### src/ookpw_pkg.sv
// Package for the OOK pulse-width packet receiver.
// Holds sizes, codes and the result beat type that the receiver modules share.
// No dependencies.
package ookpw_pkg;

   localparam int MAX_PULSES   = 500;
   localparam int PACKET_BITS  = 88;
   localparam int PACKET_BYTES = PACKET_BITS / 8;

   localparam int CNT_W     = $clog2(MAX_PULSES);
   localparam int BIT_AW    = $clog2(PACKET_BITS);
   localparam int BYTE_AW   = $clog2(PACKET_BYTES);
   localparam int CFG_W     = 20;
   localparam int TIME_W    = 32;
   localparam int CSR_IDX_W = 2;

   localparam int CRC_FIRST_BIT = 8;
   localparam int CRC_END_BIT   = PACKET_BITS - 8;

   localparam logic [CNT_W-1:0]  SHORT_BURST_LIMIT = CNT_W'(60);
   localparam logic [TIME_W-1:0] STAT_RESET        = 32'd999999;
   localparam logic [CFG_W-1:0]  INIT_THR_RESET    = 20'd1000;
   localparam logic [CFG_W-1:0]  GAP_LIMIT_RESET   = 20'd5000;
   localparam logic [7:0]        CRC_POLY          = 8'h31;

   localparam logic [CSR_IDX_W-1:0] CSR_INIT_THR = 2'd0;
   localparam logic [CSR_IDX_W-1:0] CSR_GAP      = 2'd1;

   localparam logic [1:0] STAT_SHORT    = 2'd0;
   localparam logic [1:0] STAT_BAD_LEN  = 2'd1;
   localparam logic [1:0] STAT_CRC_OK   = 2'd2;
   localparam logic [1:0] STAT_CRC_FAIL = 2'd3;

   typedef logic alu_op_type;
   localparam alu_op_type ALU_ADD = 1'b0;
   localparam alu_op_type ALU_SUB = 1'b1;

   typedef struct packed {
      logic [1:0]        status;
      logic [7:0]        byte_value;
      logic [3:0]        byte_index;
      logic              last;
      logic [CNT_W-1:0]  pulse_count;
      logic [TIME_W-1:0] threshold_now;
   } rsp_item_type;

endpackage

### src/ookpw_alu.sv
// Shared 33-bit add/subtract unit of the receiver.
// On subtract, bit 32 of the result is the borrow (a below b).
// Depends on ookpw_pkg.
module ookpw_alu (
   input  ookpw_pkg::alu_op_type          op,
   input  logic [ookpw_pkg::TIME_W-1:0]   a,
   input  logic [ookpw_pkg::TIME_W-1:0]   b,
   output logic [ookpw_pkg::TIME_W:0]     result
);

   logic [ookpw_pkg::TIME_W:0] a_ext;
   logic [ookpw_pkg::TIME_W:0] b_ext;

   assign a_ext = {1'b0, a};
   assign b_ext = {1'b0, b};

   always_comb begin
      unique case (op)
         ookpw_pkg::ALU_ADD: result = a_ext + b_ext;
         default:            result = a_ext - b_ext;
      endcase
   end

endmodule

### src/ookpw_out.sv
// Result output register of the receiver: one beat held toward the master side.
// Packs the result item onto tdata, tuser and tlast. Depends on ookpw_pkg.
module ookpw_out (
   input  logic                    clock,
   input  logic                    reset,
   input  logic                    push,
   input  ookpw_pkg::rsp_item_type item,
   output logic                    can_push,
   output logic                    rsp_tvalid,
   input  logic                    rsp_tready,
   // byte_value [7:0], byte_index [11:8], pulse_count [20:12], threshold_now [52:21]
   output logic [55:0]             rsp_tdata,
   // status [1:0]
   output logic [1:0]              rsp_tuser,
   output logic                    rsp_tlast
);

   logic                    vld_ff;
   logic                    vld_in;
   ookpw_pkg::rsp_item_type item_ff;

   assign can_push = !vld_ff || rsp_tready;

   always_comb begin
      vld_in = vld_ff;
      if (push && can_push) begin
         vld_in = 1'b1;
      end else if (rsp_tready) begin
         vld_in = 1'b0;
      end
   end

   always_ff @(posedge clock) begin
      if (reset) begin
         vld_ff <= 1'b0;
      end else begin
         vld_ff <= vld_in;
      end
   end

   always_ff @(posedge clock) begin
      if (push && can_push) begin
         item_ff <= item;
      end
   end

   assign rsp_tvalid = vld_ff;
   assign rsp_tuser  = item_ff.status;
   assign rsp_tlast  = item_ff.last;
   assign rsp_tdata  = {3'b000, item_ff.threshold_now, 9'(item_ff.pulse_count),
                        item_ff.byte_index, item_ff.byte_value};

endmodule

### src/ook_pulse_width_packet_receiver_top.sv
// Top level of the OOK pulse-width packet receiver: sequencer, state and bit store.
// Uses ookpw_alu as the one arithmetic unit and ookpw_out as result register.
// Depends on ookpw_pkg.
//
//   channel | dir | handshake          | payload
//   req     | in  | req_tvalid/tready  | req_tdata: line_level, time_us
//   rsp     | out | rsp_tvalid/tready  | rsp_tdata, rsp_tuser (status), rsp_tlast
//   csr     | in  | csr_valid/ready    | csr_index, csr_data
//
// Samples with no edge or a rising edge pass S_GSUB and S_GCMP, a falling edge S_WIDTH
// to S_MAX first, all via the one shared add/subtract unit. A burst end of 88 pulses
// reads the stored bits one at a time through the bit store's port, then S_CHK, S_SUM
// on a CRC match and S_EMIT, one beat per byte; other burst ends give one S_STAT beat.
// req_tready is low meanwhile. Reset is synchronous; no clearing pass. A stalled rsp
// side holds the sequencer only while it has a beat to push; csr is always ready.
module ook_pulse_width_packet_receiver_top (
   input  logic        clock,
   input  logic        reset,
   input  logic        req_tvalid,
   output logic        req_tready,
   // line_level [0], time_us [32:1]
   input  logic [39:0] req_tdata,
   output logic        rsp_tvalid,
   input  logic        rsp_tready,
   // byte_value [7:0], byte_index [11:8], pulse_count [20:12], threshold_now [52:21]
   output logic [55:0] rsp_tdata,
   // status [1:0]
   output logic [1:0]  rsp_tuser,
   output logic        rsp_tlast,
   input  logic        csr_valid,
   output logic        csr_ready,
   input  logic [1:0]  csr_index,
   input  logic [19:0] csr_data
);

   localparam int TW  = ookpw_pkg::TIME_W;
   localparam int CW  = ookpw_pkg::CNT_W;
   localparam int AW  = ookpw_pkg::BIT_AW;
   localparam int YW  = ookpw_pkg::BYTE_AW;
   localparam int NB  = ookpw_pkg::PACKET_BYTES;

   localparam logic [3:0] S_IDLE  = 4'd0;
   localparam logic [3:0] S_WIDTH = 4'd1;
   localparam logic [3:0] S_CLASS = 4'd2;
   localparam logic [3:0] S_MIN   = 4'd3;
   localparam logic [3:0] S_MAX   = 4'd4;
   localparam logic [3:0] S_GSUB  = 4'd5;
   localparam logic [3:0] S_GCMP  = 4'd6;
   localparam logic [3:0] S_RD    = 4'd7;
   localparam logic [3:0] S_BIT   = 4'd8;
   localparam logic [3:0] S_CHK   = 4'd9;
   localparam logic [3:0] S_SUM   = 4'd10;
   localparam logic [3:0] S_EMIT  = 4'd11;
   localparam logic [3:0] S_STAT  = 4'd12;

   logic [3:0]  state_ff, state_in;

   logic [ookpw_pkg::CFG_W-1:0] init_thr_ff, init_thr_in;
   logic [ookpw_pkg::CFG_W-1:0] gap_limit_ff, gap_limit_in;

   logic          prev_level_ff, prev_level_in;
   logic [TW-1:0] last_edge_ff, last_edge_in;
   logic          armed_ff, armed_in;
   logic [CW-1:0] total_ff, total_in;
   logic [TW-1:0] min_short_ff, min_short_in;
   logic [TW-1:0] max_short_ff, max_short_in;
   logic [TW-1:0] min_long_ff, min_long_in;
   logic [TW-1:0] max_long_ff, max_long_in;
   logic [TW-1:0] thr_ff, thr_in;

   logic          level_ff, level_in;
   logic [TW-1:0] now_ff, now_in;
   logic [TW-1:0] width_ff, width_in;
   logic          short_ff, short_in;
   logic [AW-1:0] rd_addr_ff, rd_addr_in;
   logic [7:0]    shift_ff, shift_in;
   logic [7:0]    crc_ff, crc_in;
   logic          ok_ff, ok_in;
   logic [YW-1:0] emit_idx_ff, emit_idx_in;

   logic          bit_mem [ookpw_pkg::PACKET_BITS];
   logic          mem_we;
   logic          mem_wbit;
   logic          rdata_ff;

   logic [7:0]    byte_buf [NB];
   logic          buf_we;
   logic [7:0]    buf_wdata;

   ookpw_pkg::alu_op_type alu_op;
   logic [TW-1:0]         alu_a;
   logic [TW-1:0]         alu_b;
   logic [TW:0]           alu_res;
   logic                  borrow;

   logic                    push;
   logic                    can_push;
   ookpw_pkg::rsp_item_type item;
   logic                    req_fire;
   logic [7:0]              next_byte;
   logic                    crc_top;

   ookpw_alu u_alu (
      .op     (alu_op),
      .a      (alu_a),
      .b      (alu_b),
      .result (alu_res)
   );

   ookpw_out u_out (
      .clock      (clock),
      .reset      (reset),
      .push       (push),
      .item       (item),
      .can_push   (can_push),
      .rsp_tvalid (rsp_tvalid),
      .rsp_tready (rsp_tready),
      .rsp_tdata  (rsp_tdata),
      .rsp_tuser  (rsp_tuser),
      .rsp_tlast  (rsp_tlast)
   );

   assign borrow     = alu_res[TW];
   assign req_tready = (state_ff == S_IDLE);
   assign req_fire   = req_tvalid && req_tready;
   assign csr_ready  = 1'b1;
   assign next_byte  = {shift_ff[6:0], rdata_ff};
   assign crc_top    = crc_ff[7] ^ rdata_ff;

   always_comb begin
      state_in      = state_ff;
      init_thr_in   = init_thr_ff;
      gap_limit_in  = gap_limit_ff;
      prev_level_in = prev_level_ff;
      last_edge_in  = last_edge_ff;
      armed_in      = armed_ff;
      total_in      = total_ff;
      min_short_in  = min_short_ff;
      max_short_in  = max_short_ff;
      min_long_in   = min_long_ff;
      max_long_in   = max_long_ff;
      thr_in        = thr_ff;
      level_in      = level_ff;
      now_in        = now_ff;
      width_in      = width_ff;
      short_in      = short_ff;
      rd_addr_in    = rd_addr_ff;
      shift_in      = shift_ff;
      crc_in        = crc_ff;
      ok_in         = ok_ff;
      emit_idx_in   = emit_idx_ff;
      mem_we        = 1'b0;
      mem_wbit      = 1'b0;
      buf_we        = 1'b0;
      buf_wdata     = next_byte;
      alu_op        = ookpw_pkg::ALU_SUB;
      alu_a         = '0;
      alu_b         = '0;
      push          = 1'b0;
      item.status        = ookpw_pkg::STAT_SHORT;
      item.byte_value    = '0;
      item.byte_index    = '0;
      item.last          = 1'b1;
      item.pulse_count   = total_ff;
      item.threshold_now = thr_ff;

      unique case (state_ff)
         S_IDLE: begin
            if (req_fire) begin
               level_in = req_tdata[0];
               now_in   = req_tdata[32:1];
               if (req_tdata[0] != prev_level_ff && !req_tdata[0]) begin
                  state_in = S_WIDTH;
               end else begin
                  if (req_tdata[0] != prev_level_ff) begin
                     prev_level_in = 1'b1;
                     last_edge_in  = req_tdata[32:1];
                     armed_in      = 1'b1;
                  end
                  state_in = S_GSUB;
               end
            end
         end
         S_WIDTH: begin
            alu_a         = now_ff;
            alu_b         = last_edge_ff;
            width_in      = alu_res[TW-1:0];
            prev_level_in = level_ff;
            last_edge_in  = now_ff;
            armed_in      = 1'b1;
            state_in      = S_CLASS;
         end
         S_CLASS: begin
            alu_a    = width_ff;
            alu_b    = thr_ff;
            short_in = borrow;
            mem_wbit = borrow;
            mem_we   = (32'(total_ff) < ookpw_pkg::PACKET_BITS);
            if (32'(total_ff) < ookpw_pkg::MAX_PULSES - 1) begin
               state_in = S_MIN;
            end else begin
               state_in = S_GSUB;
            end
         end
         S_MIN: begin
            alu_a = width_ff;
            alu_b = short_ff ? min_short_ff : min_long_ff;
            if (borrow) begin
               if (short_ff) begin
                  min_short_in = width_ff;
               end else begin
                  min_long_in = width_ff;
               end
            end
            state_in = S_MAX;
         end
         S_MAX: begin
            alu_a = short_ff ? max_short_ff : max_long_ff;
            alu_b = width_ff;
            if (borrow) begin
               if (short_ff) begin
                  max_short_in = width_ff;
               end else begin
                  max_long_in = width_ff;
               end
            end
            total_in = total_ff + CW'(1);
            state_in = S_GSUB;
         end
         S_GSUB: begin
            alu_a    = now_ff;
            alu_b    = last_edge_ff;
            width_in = alu_res[TW-1:0];
            state_in = S_GCMP;
         end
         S_GCMP: begin
            alu_a = TW'(gap_limit_ff);
            alu_b = width_ff;
            if (armed_ff && borrow) begin
               if (total_ff > ookpw_pkg::SHORT_BURST_LIMIT &&
                   32'(total_ff) == ookpw_pkg::PACKET_BITS) begin
                  rd_addr_in = '0;
                  crc_in     = '0;
                  state_in   = S_RD;
               end else begin
                  state_in = S_STAT;
               end
            end else begin
               state_in = S_IDLE;
            end
         end
         S_RD: begin
            state_in = S_BIT;
         end
         S_BIT: begin
            shift_in = next_byte;
            if (32'(rd_addr_ff) >= ookpw_pkg::CRC_FIRST_BIT &&
                32'(rd_addr_ff) < ookpw_pkg::CRC_END_BIT) begin
               crc_in = {crc_ff[6:0], 1'b0} ^ (crc_top ? ookpw_pkg::CRC_POLY : 8'h00);
            end
            buf_we = (rd_addr_ff[2:0] == 3'd7);
            if (32'(rd_addr_ff) == ookpw_pkg::PACKET_BITS - 1) begin
               state_in = S_CHK;
            end else begin
               rd_addr_in = rd_addr_ff + AW'(1);
               state_in   = S_RD;
            end
         end
         S_CHK: begin
            ok_in       = (byte_buf[NB-1] == crc_ff);
            emit_idx_in = '0;
            state_in    = (byte_buf[NB-1] == crc_ff) ? S_SUM : S_EMIT;
         end
         S_SUM: begin
            alu_op   = ookpw_pkg::ALU_ADD;
            alu_a    = max_short_ff;
            alu_b    = min_long_ff;
            thr_in   = alu_res[TW:1];
            state_in = S_EMIT;
         end
         S_EMIT: begin
            push            = 1'b1;
            item.status     = ok_ff ? ookpw_pkg::STAT_CRC_OK : ookpw_pkg::STAT_CRC_FAIL;
            item.byte_value = byte_buf[emit_idx_ff];
            item.byte_index = 4'(emit_idx_ff);
            item.last       = (32'(emit_idx_ff) == NB - 1);
            if (can_push) begin
               if (32'(emit_idx_ff) == NB - 1) begin
                  state_in = S_IDLE;
               end else begin
                  emit_idx_in = emit_idx_ff + YW'(1);
               end
            end
         end
         S_STAT: begin
            push        = 1'b1;
            item.status = (total_ff > ookpw_pkg::SHORT_BURST_LIMIT) ?
                          ookpw_pkg::STAT_BAD_LEN : ookpw_pkg::STAT_SHORT;
            if (can_push) begin
               state_in = S_IDLE;
            end
         end
         default: begin
            state_in = S_IDLE;
         end
      endcase

      // burst end: clear statistics once the last beat is handed over
      if (push && can_push && item.last) begin
         min_short_in = ookpw_pkg::STAT_RESET;
         max_short_in = '0;
         min_long_in  = ookpw_pkg::STAT_RESET;
         max_long_in  = '0;
         total_in     = '0;
         armed_in     = 1'b0;
      end

      if (csr_valid && csr_ready) begin
         unique case (csr_index)
            ookpw_pkg::CSR_INIT_THR: begin
               init_thr_in = csr_data;
               thr_in      = TW'(csr_data);
            end
            ookpw_pkg::CSR_GAP: begin
               gap_limit_in = csr_data;
            end
            default: begin
            end
         endcase
      end
   end

   always_ff @(posedge clock) begin
      if (reset) begin
         state_ff      <= S_IDLE;
         init_thr_ff   <= ookpw_pkg::INIT_THR_RESET;
         gap_limit_ff  <= ookpw_pkg::GAP_LIMIT_RESET;
         prev_level_ff <= 1'b0;
         last_edge_ff  <= '0;
         armed_ff      <= 1'b0;
         total_ff      <= '0;
         min_short_ff  <= ookpw_pkg::STAT_RESET;
         max_short_ff  <= '0;
         min_long_ff   <= ookpw_pkg::STAT_RESET;
         max_long_ff   <= '0;
         thr_ff        <= TW'(ookpw_pkg::INIT_THR_RESET);
      end else begin
         state_ff      <= state_in;
         init_thr_ff   <= init_thr_in;
         gap_limit_ff  <= gap_limit_in;
         prev_level_ff <= prev_level_in;
         last_edge_ff  <= last_edge_in;
         armed_ff      <= armed_in;
         total_ff      <= total_in;
         min_short_ff  <= min_short_in;
         max_short_ff  <= max_short_in;
         min_long_ff   <= min_long_in;
         max_long_ff   <= max_long_in;
         thr_ff        <= thr_in;
      end
   end

   always_ff @(posedge clock) begin
      level_ff    <= level_in;
      now_ff      <= now_in;
      width_ff    <= width_in;
      short_ff    <= short_in;
      rd_addr_ff  <= rd_addr_in;
      shift_ff    <= shift_in;
      crc_ff      <= crc_in;
      ok_ff       <= ok_in;
      emit_idx_ff <= emit_idx_in;
   end

   always_ff @(posedge clock) begin
      if (mem_we) begin
         bit_mem[total_ff[AW-1:0]] <= mem_wbit;
      end
      rdata_ff <= bit_mem[rd_addr_ff];
   end

   always_ff @(posedge clock) begin
      if (buf_we) begin
         byte_buf[rd_addr_ff[AW-1:3]] <= buf_wdata;
      end
   end

endmodule
### config.mk
export PLATFORM = sky130hd
export DESIGN_NAME = ook_pulse_width_packet_receiver_top
export DESIGN_NICKNAME = d
export VERILOG_FILES = /design/src/ookpw_pkg.sv /design/src/ookpw_alu.sv /design/src/ookpw_out.sv /design/src/ook_pulse_width_packet_receiver_top.sv
export SDC_FILE = /design/constraint.sdc
export NUM_CORES = 1
export LEC_CHECK = 0
export ABC_AREA = 0
export BUFFER_PORTS_ARGS = -buffer_cell sky130_fd_sc_hd__buf_2
export CAP_MARGIN = 20
export CORE_MARGIN = 3
export CORE_UTILIZATION = 45
export CTS_CLUSTER_SIZE = 16
export DETAILED_ROUTE_END_ITERATION = 16
export PLACE_DENSITY_LB_ADDON = 0.05
export SLEW_MARGIN = 20
export SYNTH_ARGS = -nofsm -noshare
export SYNTH_HDL_FRONTEND = slang
export SYNTH_SLANG_ARGS = --single-unit
### constraint.sdc
create_clock -name clock -period 20.9 [get_ports clock]
set_clock_uncertainty 0.1 [all_clocks]
set_input_delay 2.09 -clock clock [delete_from_list [all_inputs] [get_ports clock]]
set_output_delay 2.09 -clock clock [all_outputs]
set_load 0.02 [all_outputs]
==> flow_results.xml, run 1 <==
<?xml version="1.0" encoding="UTF-8"?>
<metrics>
  <group name="pwr">
    <metric name="seq_power_share" unit="">0.322</metric>
    <metric name="leakage" unit="nW">11.0</metric>
    <metric name="pwr-share-comb" unit="">0.452</metric>
    <metric name="ir_worst_vdd" unit="mV">0.0886</metric>
    <metric name="power_density" unit="nW/µm²">162</metric>
    <metric name="p_total" unit="W">0.00476</metric>
    <metric name="switching_share" unit="">0.414</metric>
    <metric name="internal_power" unit="W">0.00279</metric>
    <metric name="power_switching" unit="W">0.00197</metric>
    <metric name="p_clk_frac" unit="">0.227</metric>
  </group>
  <group name="sta">
    <metric name="setup_viol" unit="">0</metric>
    <metric name="layout_min_cycle_time" unit="ps">8100</metric>
    <metric name="fin_tns_setup" unit="ps">0</metric>
    <metric name="achievable-frequency" unit="MHz">123</metric>
    <metric name="worstMarginPinSlew" unit="ps">1150</metric>
    <metric name="relSlewSlack" unit="">0.212</metric>
    <metric name="report.final.hold_viol_count" unit="">0</metric>
    <metric name="grt_setup_unrepaired" unit="">no</metric>
    <metric name="finalMaxSlewViolations" unit="">0</metric>
    <metric name="final_min_period_over_clock_period" unit="">0.388</metric>
  </group>
  <group name="worst_setup_path">
    <metric name="endpoint_kind" unit="">flip-flop</metric>
    <metric name="timing.critical_path.required" unit="ps">21340</metric>
    <metric name="crit_type" unit="">reg -&gt; reg</metric>
    <metric name="worst-endpoint-arrival" unit="ps">8540</metric>
    <metric name="worstPathMaxFanout" unit="">32</metric>
    <metric name="startpoint_type" unit="">flip-flop</metric>
    <metric name="worst-r2r-cell-count" unit="">20</metric>
  </group>
  <group name="global_routing">
    <metric name="pin_count_of_the_biggest_net_entering_global_routing" unit="">89</metric>
    <metric name="globalRoute.totalOverflow" unit="">0</metric>
    <metric name="first_global_vias" unit="">18800</metric>
    <metric name="grt_antenna_before_repair" unit="">5</metric>
    <metric name="globalRouteTotalUtil" unit="">0.264</metric>
    <metric name="grt_first_pass_wirelength" unit="µm">120000</metric>
  </group>
  <group name="layout">
    <metric name="layoutNonFillerInstCount" unit="">3262</metric>
    <metric name="fill_cells" unit="">5147</metric>
    <metric name="fin_nets" unit="">2559</metric>
    <metric name="final_util" unit="">0.516</metric>
    <metric name="post_route_cells_drive_above_1_share" unit="">0.143</metric>
    <metric name="finish.instance_area" unit="µm²">29400</metric>
    <metric name="layout-area-overhead-vs-synth" unit="%">12.1</metric>
  </group>
  <group name="synth">
    <metric name="synth_async_sr_flop_share" unit="">0</metric>
    <metric name="mappedNetlistArea" unit="µm²">26300</metric>
    <metric name="ys_ff_latch" unit="">554</metric>
    <metric name="yosysSeqAreaShare" unit="">0.546</metric>
    <metric name="number_of_instances_in_the_synthesized_netlist" unit="">2386</metric>
    <metric name="netlist-cell-type-count" unit="">89</metric>
    <metric name="yosys_most_used_dff" unit="">edfxtp_1</metric>
    <metric name="synth_enable_flop_cells" unit="">325</metric>
    <metric name="synth_area_per_cell" unit="µm²">11.0</metric>
    <metric name="synth_warnings" unit="">0</metric>
  </group>
  <group name="clock_tree">
    <metric name="hold_buffers" unit="">0</metric>
    <metric name="cts-root-to-sink-buffers" unit="">3</metric>
    <metric name="cts.sinks" unit="">554</metric>
    <metric name="clock_insertion_delay_worst_skew" unit="ps">640</metric>
    <metric name="post_cts_resize_count" unit="">0</metric>
    <metric name="cts_root_buffer" unit="">clkbuf_16</metric>
    <metric name="clkTransAtPathRegs" unit="ps">60</metric>
    <metric name="cts_tree" unit="">built</metric>
    <metric name="post_cts_buffers" unit="">0</metric>
    <metric name="cts_inserted_buffers" unit="">60</metric>
    <metric name="cts_htree_levels" unit="">2</metric>
  </group>
  <group name="min_path">
    <metric name="timing.hold.worst.class" unit="">reg -&gt; reg</metric>
    <metric name="cell_depth_of_the_worst_min_delay_path" unit="">2</metric>
  </group>
  <group name="routing">
    <metric name="wl_cell" unit="µm">24.9</metric>
    <metric name="detail_route.vias_per_cell" unit="">5.91</metric>
    <metric name="via_count" unit="">19300</metric>
    <metric name="residual_drc_count" unit="">0</metric>
    <metric name="drtPass1Iterations" unit="">6</metric>
    <metric name="drtIter0Drc" unit="">1668</metric>
    <metric name="drt_wl_total" unit="µm">81200</metric>
    <metric name="detail-route-antenna-nets" unit="">0</metric>
  </group>
  <group name="place">
    <metric name="dpl-instance-area" unit="µm²">27400</metric>
    <metric name="dp_cells" unit="">3143</metric>
    <metric name="port-buffer-count" unit="">117</metric>
    <metric name="hpwlAfterDp" unit="µm">53100</metric>
    <metric name="gp_congestion" unit="">0.899</metric>
  </group>
  <group name="floorplan">
    <metric name="die_width" unit="µm">248</metric>
    <metric name="ioPinCount" unit="">129</metric>
    <metric name="coreArea" unit="µm²">57000</metric>
    <metric name="floorplan.initialDensity" unit="">0.460</metric>
    <metric name="cell_row_count" unit="">87</metric>
    <metric name="fp.dieArea" unit="µm²">61300</metric>
    <metric name="die_height" unit="µm">248</metric>
  </group>
  <group name="status">
    <metric name="run_status" unit="">finished clean</metric>
  </group>
  <group name="flow_run">
    <metric name="maxCapViolations" unit="">0</metric>
  </group>
</metrics>
-- cells by family (layout without fill, tap and decap cells) --
group	after synthesis	in the layout	synth area share
other	2	8	0.000286
adders and majority gates	42	42	0.0203
muxes	253	253	0.117
AOI/OAI and AO/OA	413	413	0.110
DFF	554	554	0.546
and+or+nand+nor	846	846	0.143
xor gates and xnor gates	85	85	0.0283
buffers and inverters	191	305	0.0352
-- registers in the layout (all words and copies together), names as in the netlist, 7 cells and up --
name             flops
min_long_ff         32
shift_ff             7
max_short_ff        32
width_ff            32
last_edge_ff        32
max_long_ff         32
gap_limit_ff        20
total_ff             9
byte_buf            88
bit_mem             88
rd_addr_ff           7
min_short_ff        32
u_out.rsp_tdata     53
crc_ff               8
now_ff              32
thr_ff              32
-- worst paths after layout --
check | from | slack [ps] | to
max | state_ff[2] | 12800 | max_short_ff[1]
min | max_long_ff[22] | 360 | max_long_ff[22]
max reg2reg | state_ff[2] | 12800 | max_short_ff[1]
min reg2reg | max_long_ff[22] | 360 | max_long_ff[22]
-- power groups by stage --
| stage | combinational (W) | clock (W) | sequential, W |
|---|---|---|---|
| detailed placement | 0.00210 | 0 | 0.00155 |
| CTS | 0.00212 | 0.00110 | 0.00153 |
| finish | 0.00215 | 0.00108 | 0.00153 |
| global route | 0.00233 | 0.00115 | 0.00154 |
| global placement | 0.00209 | 0 | 0.00155 |
| floorplan | 0.00153 | 0 | 0.00149 |
-- metrics by stage --
stage / worst slack, ps / hold slack (ps)
global route: 12400 / 370
CTS: 12880 / 359
detailed placement: 12940 / 347
global placement: 13070 / 341
floorplan: 11860 / 306
finish: 12800 / 361
-- worst max-delay path, stage by stage, from the launching register on --
cell       delay, ps
dfxtp_2          800
buf_4            530
nand4bb_2        230
buf_4            370
o22ai_1          180
or2_2            330
nor4_2           500
nand3_1          310
or2_2            400
o21ai_0          220
xnor2_1           90
ha_1             420
nand4_1          150
nor2_1           220
nor2b_1          230
o2111ai_1        240
nand3_1          270
a41oi_1          370
nor3_1           710
or3_2           1000
mux2i_1          300
-- cell usage in the layout (no fill, tap or decap), drive strengths merged, types with 35 or more instances in the layout --
cell / n
nand2: 382
edfxtp: 325
nor2: 271
dfxtp: 229
mux2i: 202
buf: 163
a21oi: 107
a211oi: 70
clkbuf: 70
xnor2: 59
o21ai: 46
mux4: 42
ha: 41
nand3: 37
a22oi: 35
-- Yosys cell counts (35+ instances only) --
master    number  area, µm²
nand2_1      382       1430
edfxtp_1     325       9760
nor2_1       271       1020
dfxtp_1      229       4580
mux2i_1      202       2020
clkbuf_1     110        413
a21oi_1      106        531
a211oi_1      68        510
xnor2_1       59        517
o21ai_0       45        225
mux4_2        42        946
ha_1          41        513
nand3_1       37        185
a22oi_1       35        263
-- final cells by class --
cell class,count,area (µm²),area share
Timing Repair Buffer,163,938,0.0319
Antenna cell,4,10.0,0.000340
Multi-Input combinational cell,1643,11100,0.377
Inverter,28,105,0.00357
Clock inverter,44,433,0.0147
Tap cell,756,946,0.0321
Clock buffer,70,1560,0.0529
Sequential cell,554,14300,0.487
-- per-layer routing --
layer | up-vias | part of all wire | track usage | wire length [µm]
met5 | - | 0 | 0 | 0
met4 | 0 | 0.031 | 0.0875 | 2520
met3 | 145 | 0.068 | 0.0405 | 5480
met2 | 709 | 0.46 | 0.415 | 37000
met1 | 9573 | 0.45 | 0.375 | 36200
li1 | 8843 | - | - | -
Power figures use the tool's default switching activity.
==> run 2, diff against run 1 <==
==> constraint.sdc (replaced) <==
create_clock -name clock -period 7.9 [get_ports clock]
set_clock_uncertainty 0.1 [all_clocks]
set_input_delay 0.79 -clock clock [delete_from_list [all_inputs] [get_ports clock]]
set_output_delay 0.79 -clock clock [all_outputs]
set_load 0.02 [all_outputs]
==> run 2 against run 1 <==
Routed wire length shrank 0.32%. Worst hold slack lost 97 ps. Final area grew 0.59%. Critical path depth grew 1. Sequential cell count is the same. Maximum frequency grew 9.0%. Critical path type unchanged. Setup slack lost 12000 ps. Clock power grew to 2.5 times the previous value.
==> flow_results.xml, run 2 (synthesized netlist as in run 1, its figures left out) <==
<?xml version="1.0" encoding="UTF-8"?>
<metrics>
  <group name="layout">
    <metric name="final_cell_mix" unit="">nand2_1, edfxtp_1, nor2_1</metric>
    <metric name="fin_nets" unit="">2587</metric>
    <metric name="multi_input_area" unit="µm²">11100</metric>
    <metric name="layout-area-overhead-vs-synth" unit="%">12.8</metric>
    <metric name="post_route_cells_drive_above_1_share" unit="">0.149</metric>
    <metric name="final_common_cell" unit="">nand2_1</metric>
    <metric name="fill_cells" unit="">5108</metric>
    <metric name="ff_latch_area" unit="µm²">14300</metric>
  </group>
  <group name="clock_tree">
    <metric name="cts_inserted_buffers" unit="">59</metric>
    <metric name="cts_root_buffer" unit="">clkbuf_16</metric>
    <metric name="cts.sinks" unit="">554</metric>
    <metric name="cts_htree_levels" unit="">2</metric>
    <metric name="clkTransAtPathRegs" unit="ps">60</metric>
    <metric name="cts-root-to-sink-buffers" unit="">3</metric>
    <metric name="post_cts_resize_count" unit="">0</metric>
    <metric name="clock_insertion_delay_worst_skew" unit="ps">620</metric>
    <metric name="hold_buffers" unit="">0</metric>
    <metric name="post_cts_buffers" unit="">0</metric>
    <metric name="cts_tree" unit="">built</metric>
  </group>
  <group name="worst_setup_path">
    <metric name="crit_path_top_delay_cell" unit="">dfxtp_1</metric>
    <metric name="endpoint_kind" unit="">flip-flop</metric>
    <metric name="worstPathMaxFanout" unit="">32</metric>
    <metric name="startpoint_type" unit="">flip-flop</metric>
    <metric name="worst-endpoint-arrival" unit="ps">7860</metric>
    <metric name="cpMostUsedCell" unit="">buf_4</metric>
    <metric name="timing.critical_path.required" unit="ps">8330</metric>
    <metric name="cpPeakStageDelay" unit="ps">1020</metric>
    <metric name="timing.critical_path.cells" unit="">buf_4, nor3b_2, buf_4, o2bb2ai_1, a211oi_1, and3_4, nand4_1, or2_2, o21ai_0, xnor2_1, ha_1, nand4_1, nor2_1, nor2b_1, o2111ai_1, nand3_1, a41oi_1, xnor2_1, or3_2, buf_4, mux2i_1</metric>
    <metric name="crit_type" unit="">reg -&gt; reg</metric>
  </group>
  <group name="pwr">
    <metric name="p_total" unit="W">0.0126</metric>
    <metric name="power_density" unit="nW/µm²">425</metric>
    <metric name="leakage" unit="nW">11.1</metric>
    <metric name="ir_worst_vdd" unit="mV">0.278</metric>
  </group>
  <group name="routing">
    <metric name="wl_cell" unit="µm">24.6</metric>
    <metric name="residual_drc_count" unit="">0</metric>
    <metric name="drt_wl_total" unit="µm">80900</metric>
    <metric name="drtPass1Iterations" unit="">9</metric>
    <metric name="via_count" unit="">19200</metric>
    <metric name="drtIter0Drc" unit="">1734</metric>
    <metric name="detail_route.vias_per_cell" unit="">5.86</metric>
    <metric name="detail-route-antenna-nets" unit="">0</metric>
  </group>
  <group name="status">
    <metric name="run_status" unit="">finished clean</metric>
  </group>
  <group name="place">
    <metric name="hpwlAfterDp" unit="µm">54800</metric>
    <metric name="port-buffer-count" unit="">117</metric>
    <metric name="gp_congestion" unit="">0.896</metric>
  </group>
  <group name="global_routing">
    <metric name="pin_count_of_the_biggest_net_entering_global_routing" unit="">137</metric>
    <metric name="globalRoute.totalOverflow" unit="">0</metric>
    <metric name="first_global_vias" unit="">18900</metric>
    <metric name="globalRouteTotalUtil" unit="">0.264</metric>
    <metric name="grt_antenna_before_repair" unit="">5</metric>
    <metric name="grt_first_pass_wirelength" unit="µm">120000</metric>
  </group>
  <group name="flow_run">
    <metric name="maxCapViolations" unit="">0</metric>
  </group>
  <group name="sta">
    <metric name="report.final.hold_viol_count" unit="">0</metric>
    <metric name="final_min_period_over_clock_period" unit="">0.941</metric>
    <metric name="finalMaxSlewViolations" unit="">0</metric>
    <metric name="layout_min_cycle_time" unit="ps">7430</metric>
    <metric name="fin_tns_setup" unit="ps">0</metric>
    <metric name="relSlewSlack" unit="">0.288</metric>
    <metric name="grt_setup_unrepaired" unit="">no</metric>
    <metric name="achievable-frequency" unit="MHz">135</metric>
    <metric name="worstMarginPinSlew" unit="ps">1070</metric>
    <metric name="setup_viol" unit="">0</metric>
  </group>
  <group name="min_path">
    <metric name="timing.hold.worst.class" unit="">in -&gt; reg</metric>
  </group>
  <group name="floorplan">
    <metric name="fp.dieArea" unit="µm²">61300</metric>
    <metric name="coreArea" unit="µm²">57000</metric>
    <metric name="ioPinCount" unit="">129</metric>
    <metric name="cell_row_count" unit="">87</metric>
    <metric name="die_width" unit="µm">248</metric>
    <metric name="floorplan.initialDensity" unit="">0.460</metric>
    <metric name="die_height" unit="µm">248</metric>
  </group>
</metrics>
run 2: report_power, final:
part,switching [W],internal (W)
combinational,0.00366,0.00211
sequential,0.000362,0.00371
clock,0.00115,0.00160
run 2: path summary, 6_finish.rpt:
kind                                  startpoint               end  slack [ps]  cells after the start
worst min-delay path               req_tdata[32]        now_ff[31]         260                      1
worst min register to register  min_short_ff[27]  min_short_ff[27]         360                      2
worst max-delay path                 state_ff[1]   min_long_ff[22]         470                     21
worst max register to register       state_ff[1]   min_long_ff[22]         470                     21
run 2: critical path, delay by kind of cell, from the launching register on:
kind | cells | cell delay, ps
simple gates | 9 | 2460
compound gates | 5 | 1400
xor+xnor | 2 | 500
fa+ha+maj | 1 | 390
buf+inv | 3 | 1200
mux | 1 | 270
flops | 1 | 1020
run 2: final cells by class:
class	instances	share of cell area
Antenna cell	3	0.000253
Clock buffer	85	0.0566
Clock inverter	26	0.00765
Inverter	28	0.00355
Multi-Input combinational cell	1643	0.375
Sequential cell	554	0.484
Tap cell	756	0.0319
Timing Repair Buffer	192	0.0407
run 2: layer usage:
layer	part of all wire	wire, µm	track usage	up-vias
li1	-	-	-	8903
met1	0.46	36800	0.377	9519
met2	0.45	36600	0.417	677
met3	0.061	4970	0.0380	147
met4	0.030	2460	0.0802	0
met5	0	0	0	-
run 2: through the flow:
step / util / cells / cell area, µm² / hold slack [ps] / setup WS [ps]
detailed placement: 0.486 / 3172 / 27700 / 347 / 687
global route: 0.519 / 3287 / 29600 / 243 / 192
global placement: 0.486 / 3172 / 27700 / 341 / 933
CTS: 0.519 / 3283 / 29600 / 230 / 659
finish: 0.519 / 3287 / 29600 / 264 / 469
floorplan: - / 2388 / 26300 / 306 / 582
